<file path="config.mk">
export PLATFORM = sky130hd
export DESIGN_NAME = fsa_div
export DESIGN_NICKNAME = d
export VERILOG_FILES = /design/src/hw/rtl/fsa_pkg.sv /design/src/hw/rtl/fsa_div.sv
export SDC_FILE = /design/constraint.sdc
export NUM_CORES = 1
export LEC_CHECK = 0
export BUFFER_PORTS_ARGS = -buffer_cell sky130_fd_sc_hd__buf_2
export CAP_MARGIN = 10
export CORE_MARGIN = 2
export CORE_UTILIZATION = 46
export DETAILED_ROUTE_END_ITERATION = 8
export PLACE_DENSITY = 0.7
export SLEW_MARGIN = 25
export SYNTH_ARGS = -nofsm -noshare
export SYNTH_HDL_FRONTEND = slang
export SYNTH_SLANG_ARGS = --single-unit
</file>
<file path="constraint.sdc">
create_clock -name clk -period 4.7 [get_ports clk]
set_clock_uncertainty 0.1 [all_clocks]
set_input_delay 0.94 -clock clk [delete_from_list [all_inputs] [get_ports clk]]
set_output_delay 0.94 -clock clk [all_outputs]
set_load 0.03 [all_outputs]
</file>
<file path="src/hw/rtl/fsa_pkg.sv">
package fsa_pkg;

	localparam int DATA_DEPTH_DEF = 32;
	localparam int CTRL_DEPTH_DEF = 32;
	localparam int CELL_WIDTH_DEF = 32;

	localparam int MODE_W  = 5;
	localparam int VALUE_W = 32;
	localparam int DEPTH_W = 6;
	localparam int FAULT_W = 3;

	typedef enum logic [MODE_W-1:0] {
		M_ADD      = 5'd0,
		M_SUB      = 5'd1,
		M_DIV      = 5'd2,
		M_MUL      = 5'd3,
		M_MOD      = 5'd4,
		M_DIVMOD   = 5'd5,
		M_SWAP     = 5'd6,
		M_CSWAP    = 5'd7,
		M_DUP      = 5'd8,
		M_CDUP     = 5'd9,
		M_ROT      = 5'd10,
		M_CROT     = 5'd11,
		M_DROP     = 5'd12,
		M_CDROP    = 5'd13,
		M_AND      = 5'd14,
		M_OR       = 5'd15,
		M_GT       = 5'd16,
		M_EQ       = 5'd17,
		M_LT       = 5'd18,
		M_GE       = 5'd19,
		M_LE       = 5'd20,
		M_BAND     = 5'd21,
		M_BOR      = 5'd22,
		M_OVER     = 5'd23,
		M_PRINT    = 5'd24,
		M_I        = 5'd25,
		M_J        = 5'd26,
		M_TO_CTRL  = 5'd27,
		M_TO_DATA  = 5'd28,
		M_LIT      = 5'd29
	} mode_t;

	typedef enum logic [FAULT_W-1:0] {
		F_OK     = 3'd0,
		F_DIV0   = 3'd1,
		F_DUNDER = 3'd2,
		F_CUNDER = 3'd3,
		F_DOVER  = 3'd4,
		F_COVER  = 3'd5
	} fault_t;

	typedef enum logic [1:0] {
		SH_HOLD,
		SH_PUSH,
		SH_POP
	} shift_t;

	typedef struct packed {
		shift_t     shift;
		logic [2:0] load;
	} stk_cmd_t;

	typedef enum logic [1:0] {
		S_IDLE,
		S_EXEC,
		S_DIVW,
		S_DONE
	} state_t;

endpackage

</file>
<file path="src/hw/rtl/fsa_div.sv">
module fsa_div #(
	parameter int W = fsa_pkg::CELL_WIDTH_DEF
) (
	input  logic         clk,
	input  logic         arst_n,
	input  logic         start,
	input  logic [W-1:0] dividend,
	input  logic [W-1:0] divisor,
	output logic         done,
	output logic [W-1:0] quotient,
	output logic [W-1:0] remainder
);
	import fsa_pkg::*;

	localparam int CNT_W = $clog2(W + 1);

	logic [W-1:0]     rem_q;
	logic [W-1:0]     quo_q;
	logic [W-1:0]     dvs_q;
	logic [CNT_W-1:0] cnt_q;
	logic             busy_q;
	logic             done_q;
	logic             nq_q;
	logic             nr_q;
	logic [W:0]       shifted;
	logic [W:0]       diff;

	// one quotient bit per cycle on magnitudes, signs fixed at the end
	assign shifted = {rem_q, quo_q[W-1]};
	assign diff    = shifted - {1'b0, dvs_q};

	always_ff @(posedge clk or negedge arst_n) begin
		if (!arst_n) begin
			busy_q <= 1'b0;
			done_q <= 1'b0;
			cnt_q  <= '0;
		end else begin
			done_q <= 1'b0;
			if (start) begin
				busy_q <= 1'b1;
				cnt_q  <= CNT_W'(W);
			end else if (busy_q) begin
				cnt_q <= cnt_q - 1'b1;
				if (cnt_q == CNT_W'(1)) begin
					busy_q <= 1'b0;
					done_q <= 1'b1;
				end
			end
		end
	end

	always_ff @(posedge clk) begin
		if (start) begin
			rem_q <= '0;
			quo_q <= dividend[W-1] ? (-dividend) : dividend;
			dvs_q <= divisor[W-1] ? (-divisor) : divisor;
			nq_q  <= dividend[W-1] ^ divisor[W-1];
			nr_q  <= dividend[W-1];
		end else if (busy_q) begin
			if (!diff[W]) begin
				rem_q <= diff[W-1:0];
				quo_q <= {quo_q[W-2:0], 1'b1};
			end else begin
				rem_q <= shifted[W-1:0];
				quo_q <= {quo_q[W-2:0], 1'b0};
			end
		end
	end

	assign done      = done_q;
	assign quotient  = nq_q ? (-quo_q) : quo_q;
	assign remainder = nr_q ? (-rem_q) : rem_q;
endmodule

</file>
# Word level (Yosys, flattened, before mapping)
# Index checks and enable logic that the tools add are counted.
# Widths: inputs -> output; s select.
[op_classes] add_sub_neg=6 eq_ne=1 n_mux=16 bitwise_logic=1 n_reduce_logical=1
[ops] op="$mux 32" count=6
[ops] op="$neg 32->32" count=4
[ops] op="$sub 33x32->33" count=1
[ops] op="$mux 31" count=1
[ops] op="$mux 6" count=2
[ops] op="$mux 1" count=7
[ops] op="$eq 6x1->1 const B" count=1
[ops] op="$sub 6x1->6 const B" count=1
[ops] op="$reduce_bool 2->1" count=1
[ops] op="$xor 1x1->1" count=1
[totals] reg_bits=106 inputBits=67 output_inout_bits=65 word_cells=34

# Depth between registers and ports, before layout
[depth] word_depth=4 mapped_depth=13 mapped_depth_nobuf=12

# Worst setup path after synthesis
# OpenSTA, ideal clock, no wires.
[synth_path] path_type="register -> output" from="register quo_q[5]" to="output port quotient[29]" arrival_time_ns=3.899 required_time_ns=3.660 path_slack_ns=-0.239 stages_incl_launch_ff=10 path_buffers=0 path_cell_list="edfxtp_1 -> or4_4 -> nand4bb_1 -> or4_1 -> or4_4 -> or4_4 -> or4_4 -> or4_4 -> o41ai_2 -> xnor2_1"
[synth_between] elab_chain_len=2
[synth_lines] item="from (decl)" line="fsa_div.sv:18" rtl="logic [W-1:0] quo_q;"
[synth_lines] item="from (signal assigned)" line="fsa_div.sv:55" rtl="quo_q <= dividend[W-1] ? (-dividend) : dividend;"
[synth_lines] item="from (signal assigned)" line="fsa_div.sv:62" rtl="quo_q <= {quo_q[W-2:0], 1'b1};"
[synth_lines] item="from (signal assigned)" line="fsa_div.sv:65" rtl="quo_q <= {quo_q[W-2:0], 1'b0};"
[synth_lines] item="$neg 32->32" line="fsa_div.sv:71" rtl="assign quotient = nq_q ? (-quo_q) : quo_q;"
[synth_lines] item="$mux 32" line="fsa_div.sv:71"
[synth_lines] item="to (decl)" line="fsa_div.sv:10" rtl="output logic [W-1:0] quotient,"
# No other way between the ends.

# Worst setup path after layout
# Ends and elaborated chain as after synthesis.

==> qor.yml <==
cts.sinks: 106
dr.pass1.iters: 7
worst_pin_slew_ps: 989
fin_crit_sh_pct: 115
grt_pass1_vias: 6873
grt_use_total_pct: 20.7
end_kind: "output port"
ctsHoldBuffers: 0
io_buffers: 131
grt_setup_unrepaired: "yes"
whs_ps: 313
drive_gt1_share_pct: 17.9
synth-edff-count: 66
slew_headroom_pct: 34.1
pin_count: 132
grt_max_degree: 82
finalNetCount: 1201
async_reset_ff_share_pct: 7.55
run_status: "finished with violations"
pre_cts_slack_ps: -368
drtIter0Drc: 574
placed_area_sq_mm: 0.00942
met2_usage_pct: 34.9
setup_viol: 6
syn_area_sq_mm: 0.00844
start_kind: "register"
yosysSeqAreaShare_pct: 33.4
die_y_microns: 139
cts_root_buf: "clkbuf_16"
hpwl_microns: 15600
synth_ff_type: "edfxtp_1"
syn-num-nets: 1075
grt_overflow_total: 0
report.final.slew_viol_count: 0
routabilityCongestion: 0.929
clockBufferDepth: 2
r2r_cells: 13
required_ps: 3660
irDropWorstVdd_uv: 705
p_per_area_mw_per_mm2: 745
rr_startpoint: "quo_q[31]"
core_area_sq_mm: 0.0180
startpoint: "quo_q[5]"
ctsHtreeMaxLevel: 3
crit_arrival_ps: 4350
worst_slack_ps: -690
grt_util_met3_pct: 2.37
initial_core_util_pct: 47.0
fin_area_sq_mm: 0.00984
violations: "setup timing"
diodes: 0
p_leak_nw: 4.06
cts_tree: "yes"
routed_wl_microns: 20600
fin_crit_ps: 5390
crit_fanout: 3
drv_cap: 0
max_freq_ghz: 0.186
avgSynthCellArea_sq_um: 8.71
wl_per_cell_microns: 15.5
ys_ff_latch: 106
drc: 0
num_rows: 49
die_w_microns: 139
cts_inserted_buffers: 9
grt_util_met1_pct: 27.7
final_antenna_net_count: 0
antenna_found_initial: 0
total_power_w: 0.00732
yosysWarnings: 0
finalHoldViolations: 0
final_cell_mix: "buf_2, xnor2_1, nor2_1"
criticalPathCategory: "register to output port"
grt-busiest-layer: "met2"
dieArea_sq_mm: 0.0195
vias: 7468
via_per_inst: 5.62
setup-tns-final_ps: -2500
syn2layout_area_growth_pct: 16.5
worstSkewPairLatency_ps: 360
grt_pass1_wl_microns: 33100
hold_path.class: "input port to asynchronous set/reset pin"
layout_commonest_cell: "buf_2"
clk_pin_slew_worst_paths_ps: 80
synth_cell_types: 63
netlist_instances: 969
worst paths after layout:
path | endpoint | slack (ps)
setup / recovery | quotient[29] | -690
hold / removal | cnt_q[0] | 310
setup reg to reg | rem_q[10] | 650
hold reg to reg | done | 430
max in group asynchronous | cnt_q[3] | 4020
min in group clk | done | 430
cell type report:
class | instances | area [sq um]
multi-input cells | 770 | 5370
fillers | 1643 | 8130
clock inverters | 6 | 48.8
inverters | 51 | 191
repair buffers | 157 | 887
clock buffers | 10 | 229
flip-flops and latches | 106 | 2820
well taps | 229 | 287
cells in the mapped netlist (all sizes together) (2+ instances only):
cell type	n	area, sq um
nand2b	14	87.6
o31ai	40	305
a21oi	60	300
nor3	18	90.1
nand4	4	25.0
o21a	9	67.6
nand3b	4	30.0
a21o	14	105
or4	21	176
or2	4	25.0
a211oi	28	210
buf	6	30.0
a31oi	6	37.5
nand2	81	304
nand3	7	35.0
or3	15	93.8
o21ai	64	320
inv	51	191
nor4	10	77.6
o211ai	3	22.5
xor2	41	359
a311oi	3	26.3
mux2	3	33.8
nor2	89	334
o211a	2	20.0
edfxtp	66	1980
o2111ai	5	43.8
nor2b	7	43.8
mux2i	27	270
clkbuf	36	135
xnor2	109	955
o41ai	14	130
dfrtp	8	200
and2	4	25.0
and4	4	35.0
and3	3	18.8
dfxtp	32	641
nor3b	2	15.0
ha	38	475
through the flow:
step / util (%) / instances
final: 54.8 / 1329
after CTS: 54.5 / 1327
after global routing: 54.8 / 1329
after floorplan: - / 969
after detailed placement: 52.4 / 1306
after global placement: 52.4 / 1306
worst max-delay path: stages, from the launching register on:
cell and delay (ps):
edfxtp_1 390, or4_4 550, nand4bb_4 240, or4_4 440
or4_4 440, or4_4 430, or4_4 430, or4_4 480
o41ai_4 280, xnor2_2 160, buf_6 150
layer usage:
metal  share of wire, %  wire (microns)  up-vias
met5                  0               0        -
met4                2.0             403        0
met3                4.7             972       28
met2                 47            9700      195
met1                 46            9520     3452
li1                   -               -     3793
cells by family after synthesis:
kind of cell | after synthesis | synth area share (%)
compound gates | 260 | 20.1
buf+inv | 93 | 4.22
fa+ha+maj | 39 | 5.87
xor+xnor | 150 | 15.6
mux | 30 | 3.60
flops | 106 | 33.4
simple gates | 291 | 17.2
repair_timing:
item                                    4_1_cts  5_1_grt
setup buffers                                 5        1
endpoints found under the setup margin        6        8
pin swaps                                     3        2
gates resized for setup                      14        2
endpoints found under the hold margin         0        0
state kept, by name (all words and copies together) (netlist names):
name    count
cnt_q       6
quo_q      32
nq_q        1
done        1
nr_q        1
rem_q      32
dvs_q      32
busy_q      1
power breakdown:
part / switching [W] / internal [W] / total (W)
Sequential: 0.000362 / 0.00123 / 0.00159
Clock: 0.000359 / 0.000366 / 0.000724
Combinational: 0.00319 / 0.00182 / 0.00501
Power figures use the tool's default switching activity.
