**config.mk**
```make
export PLATFORM = sky130hd
export DESIGN_NAME = fsa_stack
export DESIGN_NICKNAME = d
export VERILOG_FILES = /design/src/hw/rtl/fsa_pkg.sv /design/src/hw/rtl/fsa_cell.sv /design/src/hw/rtl/fsa_stack.sv
export SDC_FILE = /design/constraint.sdc
export NUM_CORES = 2
export LEC_CHECK = 0
export ABC_AREA = 1
export BUFFER_PORTS_ARGS = -buffer_cell sky130_fd_sc_hd__buf_2
export CORE_MARGIN = 4
export CORE_UTILIZATION = 35
export DETAILED_ROUTE_END_ITERATION = 10
export GPL_ROUTABILITY_DRIVEN = 0
export RECOVER_POWER = 100
export SLEW_MARGIN = 20
export SYNTH_ARGS = -nofsm -noshare
export SYNTH_HDL_FRONTEND = slang
export SYNTH_HIERARCHICAL = 1
export SYNTH_SLANG_ARGS = --single-unit
```
**constraint.sdc**
```tcl
create_clock -name clk -period 5.2 [get_ports clk]
set_input_delay 1.04 -clock clk [delete_from_list [all_inputs] [get_ports clk]]
set_output_delay 1.04 -clock clk [all_outputs]
set_load 0.005 [all_outputs]
```
**src/hw/rtl/fsa_pkg.sv**
```systemverilog
package fsa_pkg;

	localparam int DATA_DEPTH_DEF = 32;
	localparam int CTRL_DEPTH_DEF = 32;
	localparam int CELL_WIDTH_DEF = 32;

	localparam int MODE_W  = 5;
	localparam int VALUE_W = 32;
	localparam int DEPTH_W = 6;
	localparam int FAULT_W = 3;

	typedef enum logic [MODE_W-1:0] {
		M_ADD      = 5'd0,
		M_SUB      = 5'd1,
		M_DIV      = 5'd2,
		M_MUL      = 5'd3,
		M_MOD      = 5'd4,
		M_DIVMOD   = 5'd5,
		M_SWAP     = 5'd6,
		M_CSWAP    = 5'd7,
		M_DUP      = 5'd8,
		M_CDUP     = 5'd9,
		M_ROT      = 5'd10,
		M_CROT     = 5'd11,
		M_DROP     = 5'd12,
		M_CDROP    = 5'd13,
		M_AND      = 5'd14,
		M_OR       = 5'd15,
		M_GT       = 5'd16,
		M_EQ       = 5'd17,
		M_LT       = 5'd18,
		M_GE       = 5'd19,
		M_LE       = 5'd20,
		M_BAND     = 5'd21,
		M_BOR      = 5'd22,
		M_OVER     = 5'd23,
		M_PRINT    = 5'd24,
		M_I        = 5'd25,
		M_J        = 5'd26,
		M_TO_CTRL  = 5'd27,
		M_TO_DATA  = 5'd28,
		M_LIT      = 5'd29
	} mode_t;

	typedef enum logic [FAULT_W-1:0] {
		F_OK     = 3'd0,
		F_DIV0   = 3'd1,
		F_DUNDER = 3'd2,
		F_CUNDER = 3'd3,
		F_DOVER  = 3'd4,
		F_COVER  = 3'd5
	} fault_t;

	typedef enum logic [1:0] {
		SH_HOLD,
		SH_PUSH,
		SH_POP
	} shift_t;

	typedef struct packed {
		shift_t     shift;
		logic [2:0] load;
	} stk_cmd_t;

	typedef enum logic [1:0] {
		S_IDLE,
		S_EXEC,
		S_DIVW,
		S_DONE
	} state_t;

endpackage

```
**src/hw/rtl/fsa_cell.sv**
```systemverilog
module fsa_cell #(
	parameter int W = fsa_pkg::CELL_WIDTH_DEF
) (
	input  logic            clk,
	input  fsa_pkg::shift_t shift,
	input  logic            load,
	input  logic [W-1:0]    load_val,
	input  logic [W-1:0]    above,
	input  logic [W-1:0]    below,
	output logic [W-1:0]    val
);
	import fsa_pkg::*;

	logic [W-1:0] val_q;

	always_ff @(posedge clk) begin
		if (load) begin
			val_q <= load_val;
		end else begin
			unique case (shift)
				SH_PUSH: val_q <= above;
				SH_POP:  val_q <= below;
				default: val_q <= val_q;
			endcase
		end
	end

	assign val = val_q;
endmodule

```
**src/hw/rtl/fsa_stack.sv**
```systemverilog
module fsa_stack #(
	parameter int DEPTH = fsa_pkg::DATA_DEPTH_DEF,
	parameter int W     = fsa_pkg::CELL_WIDTH_DEF
) (
	input  logic              clk,
	input  fsa_pkg::stk_cmd_t cmd,
	input  logic [2:0][W-1:0] load_val,
	output logic [3:0][W-1:0] top
);
	import fsa_pkg::*;

	logic [W-1:0] cell_val [DEPTH];

	// cell 0 is the top of the stack, a push moves every entry one cell down
	for (genvar i = 0; i < DEPTH; i++) begin : g_cell
		logic [W-1:0] above;
		logic [W-1:0] below;
		logic         ld;
		logic [W-1:0] ldv;
		if (i == 0) begin : g_first
			assign above = '0;
		end else begin : g_mid
			assign above = cell_val[i-1];
		end
		if (i == DEPTH - 1) begin : g_last
			assign below = '0;
		end else begin : g_nlast
			assign below = cell_val[i+1];
		end
		if (i < 3) begin : g_ld
			assign ld  = cmd.load[i];
			assign ldv = load_val[i];
		end else begin : g_nld
			assign ld  = 1'b0;
			assign ldv = '0;
		end
		fsa_cell #(.W(W)) u_cell (
			.clk      (clk),
			.shift    (cmd.shift),
			.load     (ld),
			.load_val (ldv),
			.above    (above),
			.below    (below),
			.val      (cell_val[i])
		);
	end

	assign top[0] = cell_val[0];
	assign top[1] = cell_val[1];
	assign top[2] = cell_val[2];
	assign top[3] = cell_val[3];
endmodule

```
**Word-level counts from Yosys, hierarchy flattened**

Cells that the tools add are included.

- Register bits: 1024
- Word-level logic and storage cells: 73
- Output and inout bits: 128
- Input port bits: 102

- Equal/unequal tests: 2
- Reductions and logical operators: 4
- Multiplexer cells: 35

Operator list:

| kind | number |
|---|---|
| $pmux 32 s2 | 32 |
| $mux 32 | 3 |
| $reduce_bool 3->1 | 3 |
| $eq 2x1->1 const B | 1 |
| $eq 2x2->1 const B | 1 |
| $reduce_bool 2->1 | 1 |

**Longest topological paths before layout**

- Depth after elaboration: 3
- Depth in mapped cells: 6
- Gate-level depth less buffers: 5

**Hierarchy**

The synthesis kept the hierarchy.

Modules (own cells, without submodules):

| module | sequential area each (um2) | area an instance (um2) | cells each | instances |
|---|---|---|---|---|
| fsa_cell | 960.9 | 2029.4 | 278 | 32 |
| fsa_stack | 0.0 | 3.8 | 1 | 1 |

**Worst setup path before layout**

Ideal clock, no wire load.

- Kind: input -> register
- Start: in cmd[4] (netlist name)
- End: reg g_cell[0].u_cell.val_q[0] (enable)
- Data required time: 4.734 ns
- Arrival: 3.641 ns
- Cell stages on the path: 3
- Slack: 1.093 ns
- Setup time: 0.466 ns
- Cell sequence: buf_4 -> buf_4 -> o21ai_0

- Cells in the longest elaborated chain, start to end: 2

RTL lines:

| item | line | source |
|---|---|---|
| start: declaration | fsa_stack.sv:6 | `input fsa_pkg::stk_cmd_t cmd,` |
| $eq 2x1->1 / $eq 2x2->1 (equally long branches) | fsa_cell.sv:20 | `unique case (shift)` |
| $reduce_bool 3->1 (no source line) * | - |  |
| end signal: assignment | fsa_cell.sv:21 | `SH_PUSH: val_q <= above;` |
| end signal: assignment | fsa_cell.sv:22 | `SH_POP: val_q <= below;` |
| end signal: assignment | fsa_cell.sv:23 | `default: val_q <= val_q;` |
| end: declaration | fsa_cell.sv:14 | `logic [W-1:0] val_q;` |

Mark *: on every way between the ends. The rest lies on a longest branch, timed or not.
A chain may end at the register's enable or synchronous reset.

**Final worst setup path**

- Start: in cmd[3] (netlist name)
- End: reg g_cell[22].u_cell.val_q[22] (enable)

- Cells in the longest elaborated chain, start to end: 2

RTL lines:

| item | line |
|---|---|
| $eq 2x1->1 / $eq 2x2->1 (equally long branches) | fsa_cell.sv:20 |
| $reduce_bool 2->1 (no source line) * | - |
| end signal: assignment | fsa_cell.sv:21 |
| end signal: assignment | fsa_cell.sv:22 |
| end signal: assignment | fsa_cell.sv:23 |
| end: declaration | fsa_cell.sv:14 |

Marks and branches as above.

==> flow_summary.toml <==
[worst_hold_path]
hp-class = "in2reg"
min_delay_worst_endpoint = "g_cell[0].u_cell/val[20]"
whs_path_depth = 3
hold_start = "load_val[20]"

[worst_setup_path]
path_class = "in2reg"
path_buf_inv = 3
crit_required_ns = 5.54
endpoint_kind = "register"
cpMaxStageDelayCell = "o21ai_0"
path_cells = "buf_4, inv_4, o21ai_0, clkbuf_1"
r2r_end = "g_cell[2].u_cell/val[31]"
reg2reg_depth = 4
reg2reg_slack_ns = 4.09
worst-path-max-fanout = 35
arrival_ns = 4.19
rr_startpoint = "g_cell[1].u_cell/val[31]"
crit_start = "cmd[3]"
start_kind = "primary input"
cp_top_family = "buffers and inverters"
crit_path_max_incr_delay_ns = 1.25

[power]
switching_power_mw = 6.73
comb_power_share_pct = 15.7
vdd_drop_max_mv = 0.319
p_clk_share_pct = 36.8
netSwitchingFraction_pct = 29.1
powerDensity_nw_per_um2 = 314
power_frac_seq_pct = 47.6
p_int_mw = 16.4
p_leak_nw = 38.3

[timing]
slew_viol_final = 554
setup_slack_ns = 1.35
setup_violations = 0
finalSetupTns_ns = 0
finalCritPeriodShare_pct = 74.0
relSlewSlack_pct = -51.3
worst_slew_pin_slew_ns = 2.25
rsz0062_at_grt = "no"
skew_ns = 0.0306
max_freq_mhz = 260
period_needed_ns = 3.85
hold_viol = 0

[route]
drc = 0
first_pass_iters = 5
drtIter0Drc = 3964
wl_per_cell_microns = 13.9
dr_total_vias = 55400
drt_wl_total_mm = 171
postRouteAntennaNets = 0
avgViaCountPerCell = 4.48

[finish]
layout_common_cells = "nand2_1 (3094), inv_1 (2048), nand3_1 (2048)"
layout-drive-gt1-share_pct = 4.32
fin_area_sq_um = 73400
nets = 9895
largest_reg_flops = 1024
layout_commonest_cell = "nand2_1"
area_delta_synth_final_pct = 13.0
final_util_pct = 39.9

[floorplan]
die_w_microns = 439
fp.dieH_microns = 439
ios = 230
dieArea_sq_um = 193000
start_util_pct = 35.3
rows = 157
core_sq_um = 184000

[cts]
clkTransAtPathRegs_ns = 0.06
clock_latency_ns = 0.74
cts.htree.levels = 4
post_cts_buffers = 0
root_buffer = "clkbuf_16"
numCtsBuffers = 130
ctsResizeCount = 0
cts_hold_buffers = 0
cts_tree = "built"
cts.sinks = 1024
clk_path_buf_depth = 3

[global_routing]
grt_use_met1_pct = 22.4
grt_remaining_overflow = 0
grt_max_degree = 117
grt_first_pass_wirelength_mm = 278
use_met3_pct = 2.19
top_usage_layer = "met2"
grtUsageTotal_pct = 17.3
grtUsageMet2_pct = 30.2
antenna_found_initial = 0
grt_pass1_vias = 54500

[yosys]
ys_warn_count = 6
synth_area_leaders = "edfxtp_1 (47%), nand2_1 (18%), nand3_1 (16%)"
yosys.area.top_type_share_pct = 47.3
syn_inst = 8897
seq_area_frac_synth_pct = 47.3
synth_area_leader_cell = "edfxtp_1"
avgSynthCellArea_sq_um = 7.30
ys_types = 13
synth-seq-cells = 1024
synth_area_sq_um = 64900

[status]
violations = "capacitance limit, slew limit"
status = "finished with violations"

[place]
hpwlAfterDp_mm = 122
place_area_sq_um = 69900
numPortBuffers = 229
pre_cts_ws_ns = 1.63

[job]
drv_cap = 18
==> layer usage <==
layer  part of all wire (%)  vias up
li1                       -    28100
met1                     44    25800
met2                     49     1149
met3                    4.3      281
met4                    2.7        0
met5                      0        -
==> metrics by stage <==
stage | hold WS, ns | cells | power, mW
2_1_floorplan | 0.596 | 9917 | 13.7
3_3_place_gp | 0.615 | 12100 | 14.6
3_5_place_dp | 0.632 | 12100 | 14.7
4_1_cts | 0.502 | 12300 | 23.3
5_1_grt | 0.539 | 12300 | 24.3
6_report | 0.564 | 12400 | 23.1
==> power groups by stage <==
stage / clock (mW) / sequential [mW] / combinational, mW
2_1_floorplan: 0 / 10.9 / 2.84
3_3_place_gp: 0 / 11.1 / 3.48
3_5_place_dp: 0 / 11.1 / 3.54
4_1_cts: 8.72 / 11.0 / 3.56
5_1_grt: 9.05 / 11.1 / 4.21
6_report: 8.49 / 11.0 / 3.61
==> tightest hold or removal path: stages <==
cell     delay, ns
buf_2         0.07
nand2_1       0.04
nand2_1       0.05
==> cell usage after synthesis <==
cell type / number
edfxtp_1: 1024
inv_4: 32
buf_2: 288
inv_2: 32
nand2_1: 3072
inv_1: 2048
nand3_1: 2048
buf_4: 160
nand2_4: 32
conb_1: 1
buf_6: 96
o21ai_0: 32
a21oi_1: 32
==> cell families after synthesis <==
family / synth area share (%)
AO/OA/AOI/OAI: 0.493
buffers and inverters: 18.1
AND/OR/NAND/NOR: 34.1
flip-flops: 47.3
other: 0.00577
==> worst max-delay path by stage <==
| stage | cells past startpoint | end | slack [ns] |
|---|---|---|---|
| 2_1_floorplan | 3 | g_cell[0].u_cell/val[0] | 1.09 |
| 3_3_place_gp | 5 | g_cell[1].u_cell/val[4] | 1.74 |
| 3_5_place_dp | 5 | g_cell[1].u_cell/val[2] | 1.63 |
| 4_1_cts | 5 | g_cell[1].u_cell/val[2] | 2.44 |
| 5_1_grt | 4 | g_cell[22].u_cell/val[15] | 1.17 |
| 6_report | 4 | g_cell[22].u_cell/val[22] | 1.35 |
==> final cells by class <==
type	instances	area (sq um)
Antenna cell	1	2.50
Clock buffer	167	3500
Clock inverter	57	413
Fill cell	19500	110000
Inverter	2112	8010
Multi-Input combinational cell	6237	26200
Sequential cell	1024	30700
Tap cell	2464	3080
Timing Repair Buffer	288	1510
(Power assumes the default switching activity.)
